`src/rtl/two_speed_channel_smoothing_filter_defines.svh`:
```
// Assertion macros for the two-speed channel smoothing filter.
`ifndef TWO_SPEED_CHANNEL_SMOOTHING_FILTER_DEFINES_SVH
`define TWO_SPEED_CHANNEL_SMOOTHING_FILTER_DEFINES_SVH
`ifndef ASSERT_OFF
`define TSCF_ASSERT(lbl, clk, rst, prop) \
   lbl: assert property (@(posedge clk) disable iff (rst) prop) \
      else $error("tscf assertion failed");
`define TSCF_ASSERT_ALWAYS(lbl, clk, prop) \
   lbl: assert property (@(posedge clk) prop) \
      else $error("tscf assertion failed");
`else
`define TSCF_ASSERT(lbl, clk, rst, prop)
`define TSCF_ASSERT_ALWAYS(lbl, clk, prop)
`endif
`endif

```
`src/rtl/tscf_pkg.sv`:
```
// Shared constants and state encoding of the two-speed channel smoothing filter.
package tscf_pkg;

   localparam int CHANNELS   = 16;
   localparam int CHANNEL_W  = 4;
   localparam int SAMPLE_W   = 16;
   localparam int STRENGTH_W = 8;
   localparam int LEVEL_IDX_W = $clog2(CHANNELS);
   localparam int PROD_W     = SAMPLE_W + STRENGTH_W;
   localparam int DIVISOR_W  = STRENGTH_W + 1;
   localparam int MUL_CNT_W  = $clog2(STRENGTH_W + 1);
   localparam int DIV_CNT_W  = $clog2(SAMPLE_W + 1);

   localparam logic [SAMPLE_W-1:0] THRESHOLD_RESET = 16'd100;

   typedef enum logic [2:0] {
      ST_IDLE,
      ST_DECIDE,
      ST_MUL,
      ST_DIV,
      ST_FINISH
   } state_type;

endpackage

```
`src/rtl/tscf_if.sv`:
```
// Request and response channel interfaces of the two-speed channel smoothing filter.
interface tscf_req_if;
   logic                                valid;
   logic                                ready;
   logic [tscf_pkg::CHANNEL_W-1:0]      channel;
   logic [tscf_pkg::SAMPLE_W-1:0]       sample;
   logic [tscf_pkg::STRENGTH_W-1:0]     strength;

   modport source (output valid, output channel, output sample, output strength,
                   input ready);
   modport sink (input valid, input channel, input sample, input strength,
                 output ready);
endinterface

interface tscf_rsp_if;
   logic                                valid;
   logic                                ready;
   logic [tscf_pkg::SAMPLE_W-1:0]       filtered;

   modport source (output valid, output filtered, input ready);
   modport sink (input valid, input filtered, output ready);
endinterface

```
`src/rtl/tscf_serial_mul.sv`:
```
// Bit-serial shift-and-add multiplier that forms level * strength + sample.
module tscf_serial_mul (
   input  logic                                clock,
   input  logic                                reset,
   input  logic                                start,
   input  logic [tscf_pkg::SAMPLE_W-1:0]       level,
   input  logic [tscf_pkg::STRENGTH_W-1:0]     weight,
   input  logic [tscf_pkg::SAMPLE_W-1:0]       addend,
   output logic                                done,
   output logic [tscf_pkg::PROD_W-1:0]         product
);

   logic                                busy_ff, busy_in;
   logic                                done_ff, done_in;
   logic [tscf_pkg::MUL_CNT_W-1:0]      cnt_ff, cnt_in;
   logic [tscf_pkg::PROD_W-1:0]         acc_ff, acc_in;
   logic [tscf_pkg::PROD_W-1:0]         mcand_ff, mcand_in;
   logic [tscf_pkg::STRENGTH_W-1:0]     mplier_ff, mplier_in;

   always_comb begin
      busy_in   = busy_ff;
      done_in   = 1'b0;
      cnt_in    = cnt_ff;
      acc_in    = acc_ff;
      mcand_in  = mcand_ff;
      mplier_in = mplier_ff;
      if (start) begin
         busy_in   = 1'b1;
         cnt_in    = tscf_pkg::MUL_CNT_W'(tscf_pkg::STRENGTH_W);
         acc_in    = tscf_pkg::PROD_W'(addend);
         mcand_in  = tscf_pkg::PROD_W'(level);
         mplier_in = weight;
      end else if (busy_ff) begin
         if (mplier_ff[0]) begin
            acc_in = acc_ff + mcand_ff;
         end
         mcand_in  = {mcand_ff[tscf_pkg::PROD_W-2:0], 1'b0};
         mplier_in = {1'b0, mplier_ff[tscf_pkg::STRENGTH_W-1:1]};
         cnt_in    = cnt_ff - 1'b1;
         if (cnt_ff == tscf_pkg::MUL_CNT_W'(1)) begin
            busy_in = 1'b0;
            done_in = 1'b1;
         end
      end
   end

   always_ff @(posedge clock) begin
      if (reset) begin
         busy_ff <= 1'b0;
         done_ff <= 1'b0;
         cnt_ff  <= '0;
      end else begin
         busy_ff <= busy_in;
         done_ff <= done_in;
         cnt_ff  <= cnt_in;
      end
      acc_ff    <= acc_in;
      mcand_ff  <= mcand_in;
      mplier_ff <= mplier_in;
   end

   assign done    = done_ff;
   assign product = acc_ff;

endmodule

```
`src/rtl/tscf_serial_div.sv`:
```
// Restoring divider that produces one quotient bit per cycle.
module tscf_serial_div (
   input  logic                                clock,
   input  logic                                reset,
   input  logic                                start,
   input  logic [tscf_pkg::PROD_W-1:0]         dividend,
   input  logic [tscf_pkg::DIVISOR_W-1:0]      divisor,
   output logic                                done,
   output logic [tscf_pkg::SAMPLE_W-1:0]       quotient
);

   logic                                busy_ff, busy_in;
   logic                                done_ff, done_in;
   logic [tscf_pkg::DIV_CNT_W-1:0]      cnt_ff, cnt_in;
   logic [tscf_pkg::DIVISOR_W-1:0]      rem_ff, rem_in;
   logic [tscf_pkg::SAMPLE_W-1:0]       quo_ff, quo_in;
   logic [tscf_pkg::DIVISOR_W-1:0]      den_ff, den_in;
   logic [tscf_pkg::DIVISOR_W:0]        trial;
   logic                                fits;

   // The quotient always fits the sample width, so the dividend's upper bits
   // start out as a remainder that is already below the divisor.
   always_comb begin
      trial     = {rem_ff, quo_ff[tscf_pkg::SAMPLE_W-1]};
      fits      = (trial >= {1'b0, den_ff});
      busy_in   = busy_ff;
      done_in   = 1'b0;
      cnt_in    = cnt_ff;
      rem_in    = rem_ff;
      quo_in    = quo_ff;
      den_in    = den_ff;
      if (start) begin
         busy_in = 1'b1;
         cnt_in  = tscf_pkg::DIV_CNT_W'(tscf_pkg::SAMPLE_W);
         rem_in  = tscf_pkg::DIVISOR_W'(dividend[tscf_pkg::PROD_W-1:tscf_pkg::SAMPLE_W]);
         quo_in  = dividend[tscf_pkg::SAMPLE_W-1:0];
         den_in  = divisor;
      end else if (busy_ff) begin
         if (fits) begin
            rem_in = tscf_pkg::DIVISOR_W'(trial - {1'b0, den_ff});
         end else begin
            rem_in = trial[tscf_pkg::DIVISOR_W-1:0];
         end
         quo_in = {quo_ff[tscf_pkg::SAMPLE_W-2:0], fits};
         cnt_in = cnt_ff - 1'b1;
         if (cnt_ff == tscf_pkg::DIV_CNT_W'(1)) begin
            busy_in = 1'b0;
            done_in = 1'b1;
         end
      end
   end

   always_ff @(posedge clock) begin
      if (reset) begin
         busy_ff <= 1'b0;
         done_ff <= 1'b0;
         cnt_ff  <= '0;
      end else begin
         busy_ff <= busy_in;
         done_ff <= done_in;
         cnt_ff  <= cnt_in;
      end
      rem_ff <= rem_in;
      quo_ff <= quo_in;
      den_ff <= den_in;
   end

   assign done     = done_ff;
   assign quotient = quo_ff;

endmodule

```
`src/rtl/two_speed_channel_smoothing_filter.sv`:
```
// Top level of the two-speed channel smoothing filter: level store, control and response register.
// Each request beat updates the stored level of one channel and returns it in one response beat.
// When the sample differs from the level by at least the threshold register, the level moves
// halfway toward the sample. Otherwise the new level is (level * strength + sample) /
// (strength + 1), formed by a bit-serial multiplier of eight steps and a restoring divider of
// sixteen steps. One beat is processed at a time; a new request is taken while the previous
// response still waits. All channel levels are zero after reset and the threshold is 100.
`include "two_speed_channel_smoothing_filter_defines.svh"

module two_speed_channel_smoothing_filter (
   input  logic                                clock,
   input  logic                                reset,
   tscf_req_if.sink                            req,
   tscf_rsp_if.source                          rsp,
   input  logic                                csr_wr_en,
   input  logic [tscf_pkg::SAMPLE_W-1:0]       csr_wr_data
);

   tscf_pkg::state_type                 state_ff, state_in;

   logic [tscf_pkg::SAMPLE_W-1:0]       threshold_ff;
   logic [tscf_pkg::SAMPLE_W-1:0]       level_ff [tscf_pkg::CHANNELS];

   logic [tscf_pkg::LEVEL_IDX_W-1:0]    idx_ff;
   logic                                in_range_ff;
   logic [tscf_pkg::SAMPLE_W-1:0]       sample_ff;
   logic [tscf_pkg::STRENGTH_W-1:0]     strength_ff;
   logic [tscf_pkg::SAMPLE_W-1:0]       old_level_ff;
   logic signed [tscf_pkg::SAMPLE_W:0]  delta_ff;
   logic [tscf_pkg::SAMPLE_W-1:0]       result_ff;

   logic                                rsp_valid_ff;
   logic [tscf_pkg::SAMPLE_W-1:0]       rsp_data_ff;

   logic                                accept;
   logic                                in_range;
   logic [tscf_pkg::SAMPLE_W-1:0]       read_level;
   logic [tscf_pkg::SAMPLE_W:0]         mag;
   logic                                coarse;
   logic [tscf_pkg::SAMPLE_W+1:0]       half_sum;

   logic                                mul_start;
   logic                                mul_done;
   logic [tscf_pkg::PROD_W-1:0]         product;
   logic                                div_start;
   logic                                div_done;
   logic [tscf_pkg::SAMPLE_W-1:0]       quotient;
   logic                                commit;

   assign accept     = req.valid && req.ready;
   assign in_range   = (int'(req.channel) < tscf_pkg::CHANNELS);
   assign read_level = level_ff[req.channel[tscf_pkg::LEVEL_IDX_W-1:0]];

   assign mag      = delta_ff[tscf_pkg::SAMPLE_W] ? (~delta_ff + 1'b1) : delta_ff;
   assign coarse   = (mag >= {1'b0, threshold_ff});
   assign half_sum = {2'b00, old_level_ff}
                     + {{2{delta_ff[tscf_pkg::SAMPLE_W]}}, delta_ff[tscf_pkg::SAMPLE_W:1]};

   always_comb begin
      state_in = state_ff;
      case (state_ff)
         tscf_pkg::ST_IDLE: begin
            if (accept) begin
               state_in = in_range ? tscf_pkg::ST_DECIDE : tscf_pkg::ST_FINISH;
            end
         end
         tscf_pkg::ST_DECIDE: begin
            state_in = coarse ? tscf_pkg::ST_FINISH : tscf_pkg::ST_MUL;
         end
         tscf_pkg::ST_MUL: begin
            if (mul_done) begin
               state_in = tscf_pkg::ST_DIV;
            end
         end
         tscf_pkg::ST_DIV: begin
            if (div_done) begin
               state_in = tscf_pkg::ST_FINISH;
            end
         end
         tscf_pkg::ST_FINISH: begin
            if (commit) begin
               state_in = tscf_pkg::ST_IDLE;
            end
         end
         default: begin
            state_in = tscf_pkg::ST_IDLE;
         end
      endcase
   end

   always_comb begin
      req.ready = 1'b0;
      mul_start = 1'b0;
      div_start = 1'b0;
      commit    = 1'b0;
      case (state_ff)
         tscf_pkg::ST_IDLE: begin
            req.ready = 1'b1;
         end
         tscf_pkg::ST_DECIDE: begin
            mul_start = !coarse;
         end
         tscf_pkg::ST_MUL: begin
            div_start = mul_done;
         end
         tscf_pkg::ST_FINISH: begin
            commit = !rsp_valid_ff || rsp.ready;
         end
         default: begin
            req.ready = 1'b0;
         end
      endcase
   end

   tscf_serial_mul u_mul (
      .clock   (clock),
      .reset   (reset),
      .start   (mul_start),
      .level   (old_level_ff),
      .weight  (strength_ff),
      .addend  (sample_ff),
      .done    (mul_done),
      .product (product)
   );

   tscf_serial_div u_div (
      .clock    (clock),
      .reset    (reset),
      .start    (div_start),
      .dividend (product),
      .divisor  ({1'b0, strength_ff} + 1'b1),
      .done     (div_done),
      .quotient (quotient)
   );

   always_ff @(posedge clock) begin
      if (reset) begin
         state_ff     <= tscf_pkg::ST_IDLE;
         threshold_ff <= tscf_pkg::THRESHOLD_RESET;
         rsp_valid_ff <= 1'b0;
         in_range_ff  <= 1'b0;
         for (int i = 0; i < tscf_pkg::CHANNELS; i++) begin
            level_ff[i] <= '0;
         end
      end else begin
         state_ff <= state_in;
         if (csr_wr_en) begin
            threshold_ff <= csr_wr_data;
         end
         if (accept) begin
            in_range_ff <= in_range;
         end
         if (commit) begin
            rsp_valid_ff <= 1'b1;
         end else if (rsp.ready) begin
            rsp_valid_ff <= 1'b0;
         end
         if (commit && in_range_ff) begin
            level_ff[idx_ff] <= result_ff;
         end
      end
   end

   always_ff @(posedge clock) begin
      if (accept) begin
         idx_ff       <= req.channel[tscf_pkg::LEVEL_IDX_W-1:0];
         sample_ff    <= req.sample;
         strength_ff  <= req.strength;
         old_level_ff <= read_level;
         delta_ff     <= $signed({1'b0, req.sample}) - $signed({1'b0, read_level});
         result_ff    <= '0;
      end else if (state_ff == tscf_pkg::ST_DECIDE && coarse) begin
         result_ff <= half_sum[tscf_pkg::SAMPLE_W-1:0];
      end else if (div_done) begin
         result_ff <= quotient;
      end
      if (commit) begin
         rsp_data_ff <= result_ff;
      end
   end

   assign rsp.valid    = rsp_valid_ff;
   assign rsp.filtered = rsp_data_ff;

   `TSCF_ASSERT(a_mul_done_in_mul, clock, reset, mul_done |-> state_ff == tscf_pkg::ST_MUL)
   `TSCF_ASSERT(a_div_done_in_div, clock, reset, div_done |-> state_ff == tscf_pkg::ST_DIV)
   `TSCF_ASSERT(a_commit_shows_beat, clock, reset, commit |=> rsp_valid_ff)
   `TSCF_ASSERT(a_accept_leaves_idle, clock, reset, accept |=> state_ff != tscf_pkg::ST_IDLE)
   `TSCF_ASSERT_ALWAYS(a_reset_idle, clock, reset |=> state_ff == tscf_pkg::ST_IDLE && !rsp_valid_ff)

endmodule
```
`src/flat_wrapper.sv`:
```
// flat-port wrapper written by rule: the top's interface ports become plain ports
module two_speed_channel_smoothing_filter_flat 
  (clock, reset, csr_wr_en, csr_wr_data, req_valid, req_channel, req_sample, req_strength, req_ready, rsp_valid, rsp_filtered, rsp_ready);
  tscf_req_if req_i ();
  tscf_rsp_if rsp_i ();
  input  logic clock;
  input  logic reset;
  input  logic csr_wr_en;
  input  logic [tscf_pkg::SAMPLE_W-1:0] csr_wr_data;
  input wire logic [$bits(req_i.valid)-1:0] req_valid;
  input wire logic [$bits(req_i.channel)-1:0] req_channel;
  input wire logic [$bits(req_i.sample)-1:0] req_sample;
  input wire logic [$bits(req_i.strength)-1:0] req_strength;
  output wire logic [$bits(req_i.ready)-1:0] req_ready;
  output wire logic [$bits(rsp_i.valid)-1:0] rsp_valid;
  output wire logic [$bits(rsp_i.filtered)-1:0] rsp_filtered;
  input wire logic [$bits(rsp_i.ready)-1:0] rsp_ready;
  assign req_i.valid = req_valid;
  assign req_i.channel = req_channel;
  assign req_i.sample = req_sample;
  assign req_i.strength = req_strength;
  assign req_ready = req_i.ready;
  assign rsp_valid = rsp_i.valid;
  assign rsp_filtered = rsp_i.filtered;
  assign rsp_i.ready = rsp_ready;
  two_speed_channel_smoothing_filter u_core (.clock(clock), .reset(reset), .req(req_i), .rsp(rsp_i), .csr_wr_en(csr_wr_en), .csr_wr_data(csr_wr_data));
endmodule
```
`config.mk`:
```
export PLATFORM = sky130hd
export DESIGN_NAME = two_speed_channel_smoothing_filter_flat
export DESIGN_NICKNAME = d
export VERILOG_FILES = /design/src/rtl/tscf_pkg.sv /design/src/rtl/tscf_if.sv /design/src/rtl/tscf_serial_mul.sv /design/src/rtl/tscf_serial_div.sv /design/src/rtl/two_speed_channel_smoothing_filter.sv /design/src/flat_wrapper.sv
export VERILOG_INCLUDE_DIRS = /design/src /design/src/rtl
export SDC_FILE = /design/constraint.sdc
export NUM_CORES = 1
export LEC_CHECK = 0
export ABC_CLOCK_PERIOD_IN_PS = 8100
export BUFFER_PORTS_ARGS = -buffer_cell sky130_fd_sc_hd__buf_2
export CAP_MARGIN = 0
export CORE_UTILIZATION = 35
export DETAILED_ROUTE_END_ITERATION = 10
export GPL_TIMING_DRIVEN = 0
export HOLD_SLACK_MARGIN = 0.1
export MAX_ROUTING_LAYER = met4
export PLACE_DENSITY = 0.61
export SLEW_MARGIN = 20
export SYNTH_ARGS = -nofsm -noshare
export SYNTH_HDL_FRONTEND = slang
export SYNTH_SLANG_ARGS = --single-unit
```
`constraint.sdc`:
```
create_clock -name clock -period 8.1 [get_ports clock]
set_input_delay 0 -clock clock [delete_from_list [all_inputs] [get_ports clock]]
set_output_delay 0 -clock clock [all_outputs]
set_load 0.01 [all_outputs]
```
==> results by group <==
Route
  • Vias: 14980
  • Post-Route WL: 61410 um
  • Final antenna-violating net count: 0
  • Initial DRC count: 1157
  • Via density: 5.167
  • Avg WL per Cell: 21.18 um
  • Remaining DRCs: 0
  • Initial DRT Pass Iterations: 5

Die
  • Die height: 259.7 um
  • Die W: 259.7 um
  • Row count: 94
  • IO Pins: 67
  • Core area: 65750 um2
  • Starting Density: 0.3534
  • Die Area: 67420 um2

Power
  • Pwr/cell area: 256.7 nW/um2
  • Worst vdd ir: 0.1497 mV
  • Leakage: 10.08 nW

Layout
  • Area grow syn2layout: 16.93%
  • Most frequent cells in the layout: edfxtp_1, and2_1, nand2_1, nor2_1, clkbuf_1
  • N_diodes: 0
  • Final net count: 2136
  • Multi-input gate area: 9145 um2
  • Fill cell count: 5987
  • Commonest non-fill, non-tap cell in the layout: edfxtp_1
  • Sequential cell area: 13530 um2
  • Share of layout cells above drive strength 1: 0.1410

Worst setup path
  • Critical path required time: 8.31 ns
  • CP Launch Type: flip-flop
  • Crit-path cells: inv_1, ha_1, or3b_1, or3_1, nand2b_1, o31ai_1, xnor2_1, ha_1, a211oi_1, o211ai_1, a21oi_1, o22ai_1, nor3b_1, buf_2, nand2b_1
  • Crit path DAT: 5.63 ns
  • Critical path's slowest cell: nor3b_1
  • FF-to-FF setup slack: 2.68 ns
  • Critical Setup Path Class: reg2reg
  • Slowest cell delay on critical path: 0.79 ns
  • Crit. End Element: flip-flop
  • Largest fanout on the critical path: 16

Yosys
  • Distinct cells, synth: 60
  • FFs w/ async S/R, synth: 0
  • Yosys reg bits: 473
  • YS warnings: 0
  • Synth Cell Area: 23230 um2
  • Synth Area per Inst: 12.85 um2
  • Register area share after synthesis: 0.5824
  • Ys flop type: edfxtp_1
  • Syn Nets: 1946
  • Post-synth EDFFs: 406
  • Post-synthesis instance total: 1808

STA
  • Slew @ Worst Pin: 1.126 ns
  • Clock Skew: 0.01899 ns
  • Slew Limit Headroom: 0.2433
  • Final hold vios: 0
  • Setup WS post-layout: 2.680 ns
  • RSZ-0062 raised after global routing: false
  • Final setup viols: 0
  • Tmin final: 5.420 ns
  • Final worst path period share: 0.6692
  • Max Slew Vio Count: 0
  • Setup TNS: 0 ns
  • Fmax: 184.5 MHz

Placed design
  • Place WS: 2.593 ns
  • HPWL Detailed: 44010 um
  • Placer Congestion: 0.9012
  • Port bufs: 64

GRT
  • Antenna violations before repair: 0
  • GRT Residual Overflow: 0
  • Largest net degree at the start of global routing: 53
  • Vias in the first global route: 15150
  • Total track usage: 0.1895
  • First-pass GRT wire length: 92630 um

Clock network
  • CTS tree: done
  • CTS HTree Levels: 2
  • Number of gates resized after cts: 0
  • Clk_lat worst skew: 0.60 ns
  • Clk slew on worst S/H paths: 0.06 ns
  • Clock Path Buffers: 3
  • Sink Count: 473
  • Clk root buf: clkbuf_16
  • CTS buffer count: 51

Job
  • Max cap viols: 0

Min path
  • Worst hold-check path type: in2reg

Status
  • Status: complete, no violations
==> critical path, delay by kind of cell, from the launching register on <==
kind / cells / cell delay, ns
adders and majority gates: 2 / 0.45
DFF: 1 / 0.48
xor gates and xnor gates: 1 / 0.18
buffers and inverters: 2 / 0.56
AOI/OAI and AO/OA: 5 / 0.93
and+or+nand+nor: 5 / 2.41
==> state kept, by name, summed over array words and instances (netlist names), 3 cells and up <==
signal                  flops
u_core.delta_ff            17
u_core.idx_ff               4
u_core.level_ff           256
u_core.old_level_ff        16
u_core.result_ff           16
u_core.rsp.filtered        16
u_core.sample_ff           16
u_core.state_ff             3
u_core.strength_ff          8
u_core.threshold_ff        16
u_core.u_div.cnt_ff         5
u_core.u_div.den_ff         9
u_core.u_div.quotient      16
u_core.u_div.rem_ff         9
u_core.u_mul.cnt_ff         4
u_core.u_mul.mcand_ff      24
u_core.u_mul.mplier_ff      8
u_core.u_mul.product       24
==> cells by family after synthesis <==
group | after synthesis | share of synthesized area
compound gates | 257 | 0.06801
xor+xnor | 75 | 0.02827
fa+ha+maj | 89 | 0.04922
buf+inv | 165 | 0.02752
flops | 473 | 0.5824
mux | 145 | 0.1069
simple gates | 604 | 0.1376
==> path summary, 6_finish.rpt <==
kind	startpoint	to	depth (start not counted)
worst min register to register	u_core.u_div.rem_ff[8]	u_core.u_div.rem_ff[8]	2
worst min-delay path	req_strength[5]	u_core.strength_ff[5]	2
worst max-delay path	u_core.delta_ff[1]	u_core.u_mul.product[4]	15
worst max register to register	u_core.delta_ff[1]	u_core.u_mul.product[4]	15
==> synth_stat cells, types with 14 or more instances <==
library cell / count / area share
a211oi_1: 19 / 0.0061
a21o_1: 26 / 0.0084
a21oi_1: 75 / 0.016
and2_1: 259 / 0.070
clkbuf_1: 76 / 0.012
dfxtp_1: 67 / 0.058
edfxtp_1: 406 / 0.52
ha_1: 85 / 0.046
inv_1: 71 / 0.011
mux2_2: 26 / 0.013
mux2i_1: 39 / 0.017
mux4_2: 80 / 0.078
nand2_1: 129 / 0.021
nor2_1: 106 / 0.017
nor2b_1: 14 / 0.0038
nor3_1: 19 / 0.0041
o21ai_0: 71 / 0.015
xnor2_1: 53 / 0.020
xor2_1: 22 / 0.0083
==> final cells by class <==
type,count,area share
multi-input combinational,1170,0.3366
buffer,94,0.01391
clock buffer,65,0.04969
tap,864,0.03979
timing repair buffer,137,0.04090
clock inverter,26,0.01115
inverter,71,0.009810
sequential,473,0.4981
==> power breakdown <==
group | total (mW) | internal (mW) | switching, mW
clock | 2.35 | 1.37 | 0.977
combinational | 1.45 | 0.590 | 0.861
sequential | 3.18 | 2.92 | 0.253
total | 6.97 | 4.88 | 2.09
==> layer usage <==
metal | GRT usage | wire, um
met1 | 0.2367 | 25900
met2 | 0.3251 | 31160
met3 | 0.02359 | 2948
met4 | 0.04673 | 1402
met5 | - | 0
==> metrics by stage <==
stage | total power [mW] | instances | utilization | instance area (um2) | hold WS, ns
6_report | 6.973 | 2900 | 0.4132 | 27170 | 0.1359
5_1_grt | 7.287 | 2900 | 0.4132 | 27170 | 0.1312
4_1_cts | 7.005 | 2900 | 0.4130 | 27160 | 0.1099
3_5_place_dp | 4.641 | 2747 | 0.3785 | 24880 | 0.1784
3_3_place_gp | 4.597 | 2736 | 0.3747 | 24640 | 0.1785
2_1_floorplan | 4.107 | 1808 | - | 23230 | 0.09887
==> what timing repair did <==
action,in CTS,in global routing
hold buffers,62,0
buffers inserted,0,0
endpoints found under the hold margin,71,0
Note: power is estimated with default switching activity, not from simulation.
